## src/hw/rtl/nls_pkg.sv

```systemverilog
// Shared types and constants of the number literal scanner.
`timescale 1ns / 1ps

package nls_pkg;

  // Field widths
  localparam int unsigned CharW  = 8;
  localparam int unsigned TabW   = 4;
  localparam int unsigned ValueW = 64;
  localparam int unsigned LineW  = 24;
  localparam int unsigned ColW   = 16;
  localparam int unsigned DigitW = 4;

  // Defaults for top-level parameters
  localparam int unsigned DefValueBits  = 64;
  localparam int unsigned DefQueueDepth = 4;

  // Reset values
  localparam logic [TabW-1:0]  TabReset  = TabW'(4);
  localparam logic [LineW-1:0] LineReset = LineW'(1);
  localparam logic [LineW-1:0] LineMax   = '1;
  localparam logic [ColW-1:0]  ColMax    = '1;

  // Characters of interest
  localparam logic [CharW-1:0] ChTab   = 8'h09;
  localparam logic [CharW-1:0] ChLf    = 8'h0A;
  localparam logic [CharW-1:0] ChCr    = 8'h0D;
  localparam logic [CharW-1:0] ChSpace = 8'h20;
  localparam logic [CharW-1:0] ChZero  = 8'h30;
  localparam logic [CharW-1:0] ChX     = 8'h78;
  localparam logic [CharW-1:0] ChXUp   = 8'h58;

  // Classified character as it travels from the front end to the back end
  typedef struct packed {
    logic              eoi;     // end of stream marker
    logic              ws;      // space, tab, CR or LF
    logic              zero;    // '0'
    logic              xch;     // 'x' or 'X'
    logic              dec_ok;  // '0'..'9'
    logic              oct_ok;  // '0'..'7'
    logic              hex_ok;  // '0'..'9', 'a'..'f', 'A'..'F'
    logic [DigitW-1:0] digit;   // digit value when one of the above holds
    logic [LineW-1:0]  line;    // line after this character
    logic [ColW-1:0]   col;     // column after this character
  } nls_item_t;

endpackage

```

## src/hw/rtl/nls_channels_if.sv

```systemverilog
// Handshake channels of the number literal scanner: input, configuration, result.
`timescale 1ns / 1ps

interface nls_in_if;
  logic                      valid;
  logic                      ready;
  logic [nls_pkg::CharW-1:0] character;
  logic                      end_of_input;

  modport source (output valid, output character, output end_of_input, input ready);
  modport sink   (input valid, input character, input end_of_input, output ready);
endinterface

interface nls_cfg_if;
  logic                     valid;
  logic                     ready;
  logic [nls_pkg::TabW-1:0] tab_width;

  modport source (output valid, output tab_width, input ready);
  modport sink   (input valid, input tab_width, output ready);
endinterface

interface nls_out_if;
  logic                       valid;
  logic                       ready;
  logic [nls_pkg::ValueW-1:0] value;
  logic                       is_error;
  logic [nls_pkg::LineW-1:0]  line_number;
  logic [nls_pkg::ColW-1:0]   column_number;
  logic                       last;

  modport source (output valid, output value, output is_error, output line_number,
                  output column_number, output last, input ready);
  modport sink   (input valid, input value, input is_error, input line_number,
                  input column_number, input last, output ready);
endinterface

```

## src/hw/rtl/number_literal_scanner_top.sv

```systemverilog
// Top level of the number literal scanner.
`timescale 1ns / 1ps

// Scans unsigned C integer literals (decimal, octal with a leading 0, hex with
// 0x/0X) from a byte stream, one character per beat, and reports each literal
// with its line and column; a character that cannot start a token gives an
// error beat. The input takes one character per cycle while the internal queue
// (QUEUE_DEPTH entries) has room. Behind the queue, the back end sends one
// result beat per cycle through its output register while the result side is
// ready; a character that both ends a literal and is an illegal start (two
// beats) holds the queue head until both are loaded. tab_width may only be
// written while the block is idle. No start-up sequence after reset.
module number_literal_scanner_top #(
  parameter int unsigned VALUE_BITS  = nls_pkg::DefValueBits,
  parameter int unsigned QUEUE_DEPTH = nls_pkg::DefQueueDepth
) (
  input  logic      clk_i,
  input  logic      rst_ni,
  nls_in_if.sink    in_i,
  nls_cfg_if.sink   cfg_i,
  nls_out_if.source out_o
);
  import nls_pkg::*;

  nls_item_t front_item, head_item;
  logic      push, full, pop, head_valid;

  nls_front u_front (
    .clk_i  (clk_i),
    .rst_ni (rst_ni),
    .in_i   (in_i),
    .cfg_i  (cfg_i),
    .full_i (full),
    .push_o (push),
    .item_o (front_item)
  );

  nls_fifo #(
    .DEPTH (QUEUE_DEPTH)
  ) u_fifo (
    .clk_i   (clk_i),
    .rst_ni  (rst_ni),
    .push_i  (push),
    .item_i  (front_item),
    .full_o  (full),
    .pop_i   (pop),
    .valid_o (head_valid),
    .item_o  (head_item)
  );

  nls_back #(
    .VALUE_BITS (VALUE_BITS)
  ) u_back (
    .clk_i        (clk_i),
    .rst_ni       (rst_ni),
    .head_valid_i (head_valid),
    .item_i       (head_item),
    .pop_o        (pop),
    .out_o        (out_o)
  );

endmodule

```

## src/hw/rtl/nls_front.sv

```systemverilog
// Front end: accepts characters, classifies them and tracks line and column.
`timescale 1ns / 1ps

module nls_front (
  input  logic               clk_i,
  input  logic               rst_ni,
  nls_in_if.sink             in_i,
  nls_cfg_if.sink            cfg_i,
  input  logic               full_i,
  output logic               push_o,
  output nls_pkg::nls_item_t item_o
);
  import nls_pkg::*;

  logic [TabW-1:0]  tab_q;
  logic [LineW-1:0] line_q, line_d;
  logic [ColW-1:0]  col_q, col_d;
  logic [ColW:0]    col_sum;
  logic [CharW-1:0] ch;
  logic             is_tab;
  logic             is_letter;

  // Accept whenever the queue has room; configuration is always taken
  assign in_i.ready  = !full_i;
  assign push_o      = in_i.valid && !full_i;
  assign cfg_i.ready = 1'b1;

  assign ch     = in_i.character;
  assign is_tab = (ch == ChTab);

  // Column step, saturating
  assign col_sum = {1'b0, col_q} + (is_tab ? (ColW+1)'(tab_q) : (ColW+1)'(1));

  // Position after this character; an end marker leaves it alone
  always_comb begin
    line_d = line_q;
    col_d  = col_q;
    if (!in_i.end_of_input) begin
      if (ch == ChLf) begin
        if (line_q != LineMax) line_d = line_q + LineW'(1);
        col_d = '0;
      end else if (ch != ChCr) begin
        col_d = col_sum[ColW] ? ColMax : col_sum[ColW-1:0];
      end
    end
  end

  // Character classes
  assign is_letter     = (ch inside {[8'h61:8'h66], [8'h41:8'h46]});
  assign item_o.eoi    = in_i.end_of_input;
  assign item_o.ws     = (ch == ChSpace) || is_tab || (ch == ChCr) || (ch == ChLf);
  assign item_o.zero   = (ch == ChZero);
  assign item_o.xch    = (ch == ChX) || (ch == ChXUp);
  assign item_o.dec_ok = (ch inside {[8'h30:8'h39]});
  assign item_o.oct_ok = (ch inside {[8'h30:8'h37]});
  assign item_o.hex_ok = item_o.dec_ok || is_letter;
  assign item_o.digit  = is_letter ? (ch[DigitW-1:0] + DigitW'(9)) : ch[DigitW-1:0];
  assign item_o.line   = line_d;
  assign item_o.col    = col_d;

  // Position counters and tab width register
  always_ff @(posedge clk_i or negedge rst_ni) begin
    if (!rst_ni) begin
      tab_q  <= TabReset;
      line_q <= LineReset;
      col_q  <= '0;
    end else begin
      if (cfg_i.valid) tab_q <= cfg_i.tab_width;
      if (push_o) begin
        line_q <= line_d;
        col_q  <= col_d;
      end
    end
  end

endmodule

```

## src/hw/rtl/nls_fifo.sv

```systemverilog
// Short queue of classified characters between front and back end.
`timescale 1ns / 1ps

module nls_fifo #(
  parameter int unsigned DEPTH = nls_pkg::DefQueueDepth
) (
  input  logic               clk_i,
  input  logic               rst_ni,
  input  logic               push_i,
  input  nls_pkg::nls_item_t item_i,
  output logic               full_o,
  input  logic               pop_i,
  output logic               valid_o,
  output nls_pkg::nls_item_t item_o
);
  import nls_pkg::*;

  localparam int unsigned PtrW = (DEPTH > 1) ? $clog2(DEPTH) : 1;
  localparam int unsigned CntW = $clog2(DEPTH + 1);

  nls_item_t       mem_q [DEPTH];
  logic [PtrW-1:0] wr_ptr_q, rd_ptr_q;
  logic [CntW-1:0] count_q;
  logic            do_push, do_pop;

  assign full_o  = (count_q == CntW'(DEPTH));
  assign valid_o = (count_q != '0);
  assign item_o  = mem_q[rd_ptr_q];
  assign do_push = push_i && !full_o;
  assign do_pop  = pop_i && valid_o;

  // Pointers and fill level
  always_ff @(posedge clk_i or negedge rst_ni) begin
    if (!rst_ni) begin
      wr_ptr_q <= '0;
      rd_ptr_q <= '0;
      count_q  <= '0;
    end else begin
      if (do_push) begin
        wr_ptr_q <= (wr_ptr_q == PtrW'(DEPTH - 1)) ? '0 : wr_ptr_q + PtrW'(1);
      end
      if (do_pop) begin
        rd_ptr_q <= (rd_ptr_q == PtrW'(DEPTH - 1)) ? '0 : rd_ptr_q + PtrW'(1);
      end
      if (do_push && !do_pop) count_q <= count_q + CntW'(1);
      else if (!do_push && do_pop) count_q <= count_q - CntW'(1);
    end
  end

  // Entry storage
  always_ff @(posedge clk_i) begin
    if (do_push) mem_q[wr_ptr_q] <= item_i;
  end

endmodule

```

## src/hw/rtl/nls_back.sv

```systemverilog
// Back end: literal scanner with accumulator and registered result beat.
`timescale 1ns / 1ps

module nls_back #(
  parameter int unsigned VALUE_BITS = nls_pkg::DefValueBits
) (
  input  logic               clk_i,
  input  logic               rst_ni,
  input  logic               head_valid_i,
  input  nls_pkg::nls_item_t item_i,
  output logic               pop_o,
  nls_out_if.source          out_o
);
  import nls_pkg::*;

  // Scan phase and number base codes
  localparam logic [1:0] PhIdle   = 2'd0;
  localparam logic [1:0] PhZero   = 2'd1;
  localparam logic [1:0] PhDigits = 2'd2;
  localparam logic [1:0] BaseOct  = 2'd0;
  localparam logic [1:0] BaseDec  = 2'd1;
  localparam logic [1:0] BaseHex  = 2'd2;

  logic [1:0]            phase_q, phase_d;
  logic [1:0]            base_q, base_d;
  logic [VALUE_BITS-1:0] acc_q, acc_d;
  logic [VALUE_BITS-1:0] acc_mul, acc_step;
  logic                  second_q;
  logic                  out_valid_q;
  logic [ValueW-1:0]     value_q;
  logic                  err_q, last_q;
  logic [LineW-1:0]      line_q;
  logic [ColW-1:0]       col_q;
  logic                  in_base, lit_emit, err_emit, examine;
  logic                  two, any, out_free, load, send_err;

  // Digit test and multiply-accumulate for the current base
  always_comb begin
    case (base_q)
      BaseHex: begin
        in_base = item_i.hex_ok;
        acc_mul = acc_q << 4;
      end
      BaseDec: begin
        in_base = item_i.dec_ok;
        acc_mul = (acc_q << 3) + (acc_q << 1);
      end
      default: begin
        in_base = item_i.oct_ok;
        acc_mul = acc_q << 3;
      end
    endcase
  end

  assign acc_step = acc_mul + VALUE_BITS'(item_i.digit);

  // Scanner next state and result decision for the head character
  always_comb begin
    phase_d  = phase_q;
    base_d   = base_q;
    acc_d    = acc_q;
    lit_emit = 1'b0;
    err_emit = 1'b0;
    examine  = 1'b0;
    if (item_i.eoi) begin
      lit_emit = (phase_q == PhZero) || (phase_q == PhDigits);
      phase_d  = PhIdle;
      base_d   = BaseOct;
      acc_d    = '0;
    end else begin
      case (phase_q)
        PhZero: begin
          if (item_i.xch) begin
            phase_d = PhDigits;
            base_d  = BaseHex;
            acc_d   = '0;
          end else if (item_i.oct_ok) begin
            phase_d = PhDigits;
            base_d  = BaseOct;
            acc_d   = VALUE_BITS'(item_i.digit);
          end else begin
            lit_emit = 1'b1;
            examine  = 1'b1;
          end
        end
        PhDigits: begin
          if (in_base) begin
            acc_d = acc_step;
          end else begin
            lit_emit = 1'b1;
            examine  = 1'b1;
          end
        end
        default: examine = 1'b1;
      endcase
      // Terminator or idle character looked at as a token start
      if (examine) begin
        phase_d = PhIdle;
        if (item_i.ws) begin
          phase_d = PhIdle;
        end else if (item_i.zero) begin
          phase_d = PhZero;
          base_d  = BaseOct;
          acc_d   = '0;
        end else if (item_i.dec_ok) begin
          phase_d = PhDigits;
          base_d  = BaseDec;
          acc_d   = VALUE_BITS'(item_i.digit);
        end else begin
          acc_d    = '0;
          err_emit = 1'b1;
        end
      end
    end
  end

  // Beat sequencing: a character with two results holds the head for two beats
  assign two      = lit_emit && err_emit;
  assign any      = lit_emit || err_emit;
  assign out_free = !out_valid_q || out_o.ready;
  assign load     = head_valid_i && out_free && any;
  assign pop_o    = head_valid_i && (any ? (out_free && (second_q || !two)) : 1'b1);
  assign send_err = second_q || !lit_emit;

  // Control state
  always_ff @(posedge clk_i or negedge rst_ni) begin
    if (!rst_ni) begin
      phase_q     <= PhIdle;
      base_q      <= BaseOct;
      acc_q       <= '0;
      second_q    <= 1'b0;
      out_valid_q <= 1'b0;
    end else begin
      if (pop_o) begin
        phase_q <= phase_d;
        base_q  <= base_d;
        acc_q   <= acc_d;
      end
      if (load) second_q <= second_q ? 1'b0 : two;
      if (load) out_valid_q <= 1'b1;
      else if (out_o.ready) out_valid_q <= 1'b0;
    end
  end

  // Result beat payload
  always_ff @(posedge clk_i) begin
    if (load) begin
      value_q <= send_err ? '0 : ValueW'(acc_q);
      err_q   <= send_err;
      last_q  <= send_err || !two;
      line_q  <= item_i.line;
      col_q   <= item_i.col;
    end
  end

  assign out_o.valid         = out_valid_q;
  assign out_o.value         = value_q;
  assign out_o.is_error      = err_q;
  assign out_o.line_number   = line_q;
  assign out_o.column_number = col_q;
  assign out_o.last          = last_q;

endmodule

```

## src/flat_wrapper.sv

```systemverilog
// flat-port wrapper written by rule: the top's interface ports become plain ports
module number_literal_scanner_top_flat import nls_pkg::*;
#(
  parameter int unsigned VALUE_BITS  = nls_pkg::DefValueBits,
  parameter int unsigned QUEUE_DEPTH = nls_pkg::DefQueueDepth
)
  (clk_i, rst_ni, in_i_valid, in_i_character, in_i_end_of_input, in_i_ready, cfg_i_valid, cfg_i_tab_width, cfg_i_ready, out_o_valid, out_o_value, out_o_is_error, out_o_line_number, out_o_column_number, out_o_last, out_o_ready);
  nls_in_if in_i_i ();
  nls_cfg_if cfg_i_i ();
  nls_out_if out_o_i ();
  input  logic clk_i;
  input  logic rst_ni;
  input wire logic [$bits(in_i_i.valid)-1:0] in_i_valid;
  input wire logic [$bits(in_i_i.character)-1:0] in_i_character;
  input wire logic [$bits(in_i_i.end_of_input)-1:0] in_i_end_of_input;
  output wire logic [$bits(in_i_i.ready)-1:0] in_i_ready;
  input wire logic [$bits(cfg_i_i.valid)-1:0] cfg_i_valid;
  input wire logic [$bits(cfg_i_i.tab_width)-1:0] cfg_i_tab_width;
  output wire logic [$bits(cfg_i_i.ready)-1:0] cfg_i_ready;
  output wire logic [$bits(out_o_i.valid)-1:0] out_o_valid;
  output wire logic [$bits(out_o_i.value)-1:0] out_o_value;
  output wire logic [$bits(out_o_i.is_error)-1:0] out_o_is_error;
  output wire logic [$bits(out_o_i.line_number)-1:0] out_o_line_number;
  output wire logic [$bits(out_o_i.column_number)-1:0] out_o_column_number;
  output wire logic [$bits(out_o_i.last)-1:0] out_o_last;
  input wire logic [$bits(out_o_i.ready)-1:0] out_o_ready;
  assign in_i_i.valid = in_i_valid;
  assign in_i_i.character = in_i_character;
  assign in_i_i.end_of_input = in_i_end_of_input;
  assign in_i_ready = in_i_i.ready;
  assign cfg_i_i.valid = cfg_i_valid;
  assign cfg_i_i.tab_width = cfg_i_tab_width;
  assign cfg_i_ready = cfg_i_i.ready;
  assign out_o_valid = out_o_i.valid;
  assign out_o_value = out_o_i.value;
  assign out_o_is_error = out_o_i.is_error;
  assign out_o_line_number = out_o_i.line_number;
  assign out_o_column_number = out_o_i.column_number;
  assign out_o_last = out_o_i.last;
  assign out_o_i.ready = out_o_ready;
  number_literal_scanner_top #(.VALUE_BITS(VALUE_BITS), .QUEUE_DEPTH(QUEUE_DEPTH)) u_core (.clk_i(clk_i), .rst_ni(rst_ni), .in_i(in_i_i), .cfg_i(cfg_i_i), .out_o(out_o_i));
endmodule
```

## config.mk

```make
export PLATFORM = sky130hd
export DESIGN_NAME = number_literal_scanner_top_flat
export DESIGN_NICKNAME = d
export VERILOG_FILES = /design/src/hw/rtl/nls_pkg.sv /design/src/hw/rtl/nls_channels_if.sv /design/src/hw/rtl/number_literal_scanner_top.sv /design/src/hw/rtl/nls_front.sv /design/src/hw/rtl/nls_fifo.sv /design/src/hw/rtl/nls_back.sv /design/src/flat_wrapper.sv
export SDC_FILE = /design/constraint.sdc
export NUM_CORES = 1
export LEC_CHECK = 0
export BUFFER_PORTS_ARGS = -buffer_cell sky130_fd_sc_hd__buf_2
export CORE_AREA = 2 2 300 213
export DETAILED_ROUTE_END_ITERATION = 10
export DIE_AREA = 0 0 302 215
export SYNTH_ARGS = -nofsm -noshare
export SYNTH_HDL_FRONTEND = slang
export SYNTH_HIERARCHICAL = 1
export SYNTH_SLANG_ARGS = --single-unit
```

## constraint.sdc

```tcl
create_clock -name clk_i -period 18.7 [get_ports clk_i]
set_input_delay 0.935 -clock clk_i [delete_from_list [all_inputs] [get_ports clk_i]]
set_output_delay 0.935 -clock clk_i [all_outputs]
set_load 0.05 [all_outputs]
```

### Yosys cells after proc, flatten, opt, wreduce, memory -nomap -nowiden

Memory sizes are Yosys's and may differ from the RTL's.
Cells that the tools add are included.

| word-level totals | value |
|---|---|
| output and inout bits | 109 |
| flip-flop bits (word level) | 227 |
| bits in writable memories | 204 |
| memories | 1 |

| cells by class | value |
|---|---|
| mux-type cells | 58 |
| order comparisons | 7 |
| reduce and logical (&&, ||, !) cells | 38 |
| equality and inequality tests | 16 |
| add/sub/neg operators | 9 |

Memories:

| memory | depth | width | rd ports | clocked after memory_dff | write ports | line | text |
|---|---|---|---|---|---|---|---|
| u_core.u_fifo.mem_q | 4 | 51 | 1 | 0 | 1 | nls_fifo.sv:21 | `nls_item_t mem_q [DEPTH];` |

Operator list:

| cell | number |
|---|---|
| 64-bit 2-to-1 mux | 6 |
| 64-bit one-hot mux with 2 select lines | 2 |
| 24-bit 2-to-1 mux | 3 |
| 64-bit by 4-bit adder with 64-bit output | 1 |
| 64-bit adder | 1 |
| 16-bit 2-to-1 mux | 4 |
| 2-bit 2-to-1 mux | 18 |
| 24-bit by 1-bit adder with 24-bit output, second input constant | 1 |
| 8-bit by 4-bit equality test with 1-bit output, second input constant | 3 |
| 24-bit != test, second input constant | 1 |
| 16-bit by 4-bit adder with 17-bit output | 1 |
| 8-bit by 6-bit equality test with 1-bit output, second input constant | 2 |
| 8-bit by 7-bit equality test with 1-bit output, second input constant | 2 |
| 8-bit by 7-bit >= comparator with 1-bit output, second input constant | 2 |
| 8-bit by 6-bit <= comparator with 1-bit output, second input constant | 2 |
| 8-bit by 7-bit <= comparator with 1-bit output, second input constant | 2 |
| 1-bit 2-to-1 mux | 16 |
| 4-bit 2-to-1 mux | 4 |
| 1-bit logical AND | 14 |
| 1-bit logical OR | 11 |
| 2-bit equality test, second input constant | 4 |
| 8-bit by 6-bit >= comparator with 1-bit output, second input constant | 1 |
| 8-bit by 4-bit != test with 1-bit output, second input constant | 1 |
| 1-bit zero test | 6 |
| 12 further kinds | 20 |

### Longest topological paths before layout

| depth | value |
|---|---|
| depth in word-level cells | 17 |
| gate-level depth with buffers | 24 |
| mapped depth without buffers | 18 |

### By module

Netlist, hierarchy kept.

By module, submodules not included:

| module | times used | cells each | area each (um2) |
|---|---|---|---|
| nls_back | 1 | 1,609 | 13,795.7 |
| nls_fifo | 1 | 304 | 7,881.3 |
| nls_front | 1 | 427 | 3,544.6 |

### Worst setup path before layout

OpenSTA, ideal clock, no wires.

| timing path | value |
|---|---|
| kind | register -> register |
| start point | reg u_core.u_fifo.rd_ptr_q[0] |
| end point | reg u_core.u_back.second_q |
| path buffers | 2 |
| stages on the path, launching flop included | 13 |
| setup slack | 11.243 ns |
| data arrival time | 7.096 ns |
| clock period less this slack | 7.457 ns |
| cell sequence | dfrtp_1 > buf_6 > buf_12 > mux4_2 > a22oi_1 > o21a_1 > nand2_1 > nand2_1 > nand2b_1 > nor4_1 > o21ai_0 > nor2_1 > o21ai_0 |

RTL lines:

| what | line | text |
|---|---|---|
| start, declared | nls_fifo.sv:22 | `logic [PtrW-1:0] wr_ptr_q, rd_ptr_q;` |
| start signal, assigned | nls_fifo.sv:43 | `rd_ptr_q <= (rd_ptr_q == PtrW'(DEPTH - 1)) ? '0 : rd_ptr_q + PtrW'(1);` |
| end signal, assigned | nls_back.sv:139 | `if (load) second_q <= second_q ? 1'b0 : two;` |
| end, declared | nls_back.sv:28 | `logic second_q;` |

==> results.cfg <==
[timing]
fin_crit_ns = 5.51
max_freq_mhz = 181
hold_violations = 0
skew_ns = 0.0227
final-max-slew-violation-count = 0
setup_viol = 0
post-route-period-util_pct = 29.5
holdWs_ns = 0.343
rsz0062_at_grt = false
worstMarginPinSlew_ns = 1.06
slew_headroom_pct = 28.8
finalSetupTns_ns = 0

[min_path]
hp-class = input pin to asynchronous set/reset pin

[critical_path]
critPathCaptureType = flip-flop
crit_fanout = 61
cp_slowest_stage_delay_ns = 0.74
critPathLaunchType = flip-flop
cp.arrival_ns = 6.02
path_cells = buf_4 > mux4_2 > a21oi_1 > a21oi_4 > buf_4 > and2_1 > a21oi_1 > o21ai_1 > or4_1 > or2_2 > or4_1 > nand3_1
cp_top_family = simple AND/OR/NAND/NOR gates
cp.buffers_inverters = 2
crit_type = flip-flop to flip-flop
critical_path_required_ns = 19.21
crit_slowest_cell = dfrtp_4

[global_route]
grt_max_degree = 67
grt_pass1_vias = 18751
grt_usage_pct = 23.1
grt_overflow = 0
antenna_found_initial = 2
grt_pass1_wl_mm = 116

[cells_and_area]
area_delta_synth_final_pct = 10.3
num_antenna_cells = 0
fin_area_um2 = 27800
stdcell_count = 3261
drive_gt1_share_pct = 14.0
fillers = 5756
post-route-util_pct = 44.6
nets = 2502

[detailed_routing]
drc = 0
ant_nets = 0
wl_per_cell_um = 23.3
wirelength_mm = 76.1
first_iter_violations = 2702
vias = 20078
viasPerCell = 6.16
drt-pass1-iter-count = 8

[clock_tree]
cts_buffers = 44
cts_hold_buf = 0
clock-sinks = 431
cts_tree = yes
clk_pin_slew_ns = 0.06
post_cts_resized = 0
clk_latency_ns = 0.59
postCtsSetupBuffers = 0
cts_htree_levels = 2
clock_path_buffers = 3
clockRootBuffer = clkbuf_16

[synthesis]
syn_avg_cell_area_um2 = 10.8
synth_edf_count = 310
ys_seq_area_share_pct = 48.9
synth.distinct_cells = 105
yosys_most_used_dff = edfxtp_1
synth-async-reset-ratio_pct = 28.1
ys.warnings.count = 6
synthCells = 2340
syn-num-nets = 2445
synth-seq-cells = 431
syn_area_um2 = 25200

[power]
p_sw_share_pct = 39.1
p_int_w = 0.00210
power_density_nw_per_um2 = 124
combinationalPowerShare_pct = 34.4
switchingPower_w = 0.00135
p_seq_share_pct = 40.3
p_clk_share_pct = 25.4
max-vdd-ir-drop_mv = 0.0812
power.leakage_nw = 10.3

[floorplanning]
dieWidth_um = 302
die_area_um2 = 64900
io_pins = 127
die_height_um = 215
core_um2 = 62300
start_util_pct = 40.5
row_count = 77

[placed_design]
finalWeightedCongestion = 1.02
port_buffers = 125
post-dp-hpwl_mm = 53.7
dp.cells = 3180
place_area_um2 = 26400

[status]
status = finished, final reports clean

[job]
drv_cap = 0
## worst register-to-register path: stages, from the launching register on
cell	delay, ns
dfrtp_4	0.74
buf_4	0.63
mux4_2	0.73
a21oi_1	0.27
a21oi_4	0.08
buf_4	0.32
and2_1	0.30
a21oi_1	0.17
o21ai_1	0.23
or4_1	0.57
or2_2	0.65
or4_1	0.65
nand3_1	0.10
## path summary, 6_finish.rpt
kind	startpoint	endpoint	slack, ns	cells after the start
hold reg to reg	u_core/u_fifo/count_q[2]	u_core/u_fifo/count_q[2]	0.50	1
setup reg to reg	u_core/u_fifo/rd_ptr_q[0]	u_core/u_back/acc_q[59]	13.19	12
max in group asynchronous	rst_ni	u_core/u_fifo/rd_ptr_q[0]	16.82	2
setup / recovery	u_core/u_fifo/rd_ptr_q[0]	u_core/u_back/acc_q[59]	13.19	12
hold / removal	rst_ni	u_core/u_back/acc_q[19]	0.34	1
min in group clk_i	u_core/u_fifo/count_q[2]	u_core/u_fifo/count_q[2]	0.50	1
## per-stage QoR
stage	power (W)	worst slack (ns)
6_report	0.00345	13.19
5_1_grt	0.00362	12.84
4_1_cts	0.00349	13.16
3_5_place_dp	0.00260	13.18
3_3_place_gp	0.00258	13.27
2_1_floorplan	0.00230	11.24
## synthesized netlist by cell type, types with 17 or more instances
library cell  number  area share, %
a21oi_1          141            2.8
xnor2_1           73            2.5
nor2_1           170            2.5
nand3_1           68            1.3
nand2b_1          22           0.55
mux4_2            48            4.3
nand4_1           69            1.7
o21ai_0          146            2.9
edfxtp_1         310             37
xor2_1            64            2.2
nand2_1          237            3.5
a31oi_1           17           0.42
nor4_1            31           0.77
ha_1              83            4.1
dfrtp_1          119             12
inv_1             50           0.74
and3_1            77            1.9
a22oi_1           31           0.92
a22o_1            29            1.0
a21o_1            29           0.86
buf_2             45           0.89
clkbuf_1          70            1.0
o211ai_1          21           0.63
nor3_1            44           0.87
## placed cells by master (no fill, tap or decap), types with 31 or more instances in the layout
cell and n:
nor2_1 168, buf_2 125, ha_1 82, edfxtp_1 310, a22oi_1 31, nand3_1 68
inv_1 50, nand4_1 69, clkbuf_16 44, and3_1 77, xor2_1 64, o21ai_0 146
a21oi_1 140, mux4_2 48, nor3_1 43, dfrtp_1 117, nand2_1 237, nor4_1 31
xnor2_1 73
## state kept, by name, indices dropped and copies added, names as in the netlist
register / cells
u_core/u_back/out_o.column_number: 16
u_core/u_fifo/count_q: 3
u_core/u_front/line_q: 24
u_core/u_fifo/rd_ptr_q: 2
u_core/u_fifo/wr_ptr_q: 2
u_core/u_back/second_q: 1
u_core/u_front/tab_q: 4
u_core/u_front/col_q: 16
u_core/u_back/out_o.last: 1
u_core/u_back/acc_q: 64
u_core/u_back/out_o.line_number: 24
u_core/u_back/base_q: 2
u_core/u_back/phase_q: 2
u_core/u_back/out_o.value: 64
u_core/u_back/out_o.is_error: 1
u_core/u_back/out_o.valid: 1
u_core/u_fifo/mem_q: 204
## power by group through the flow
stage | registers [W] | clock network [W] | logic [W]
detailed placement | 0.00141 | 0 | 0.00119
finish | 0.00139 | 0.000877 | 0.00119
floorplan | 0.00168 | 0 | 0.000622
global placement | 0.00141 | 0 | 0.00118
CTS | 0.00140 | 0.000901 | 0.00119
global route | 0.00141 | 0.000938 | 0.00127
## final cells by class
type                       count  area, um2  area share (%)
sequential                   431      12300            44.4
tap                          829       1040            3.73
multi-input combinational   1725      12000            43.3
clock buffer                  61       1210            4.37
inverter                      50        188           0.675
timing repair buffer         145        779            2.80
clock inverter                20        201           0.724
## layer usage
layer / up-vias / global-route usage (%) / wire (um)
met5: - / 0 / 27
met4: 4 / 4.79 / 1350
met3: 106 / 6.35 / 8200
met2: 965 / 31.0 / 30500
met1: 9925 / 36.6 / 36100
li1: 9078 / - / -
## kinds of logic (layout without fill, tap and decap cells)
| family | Yosys count | in the layout | share of synthesized area, % |
|---|---|---|---|
| buf+inv | 184 | 276 | 3.51 |
| fa+ha+maj | 87 | 87 | 4.43 |
| other cells | 1 | 1 | 0.0149 |
| flops | 431 | 431 | 48.9 |
| xor+xnor | 137 | 137 | 4.76 |
| mux | 78 | 78 | 5.76 |
| compound gates | 596 | 596 | 15.9 |
| simple gates | 826 | 826 | 16.7 |
Power figures use the tool's default switching activity.
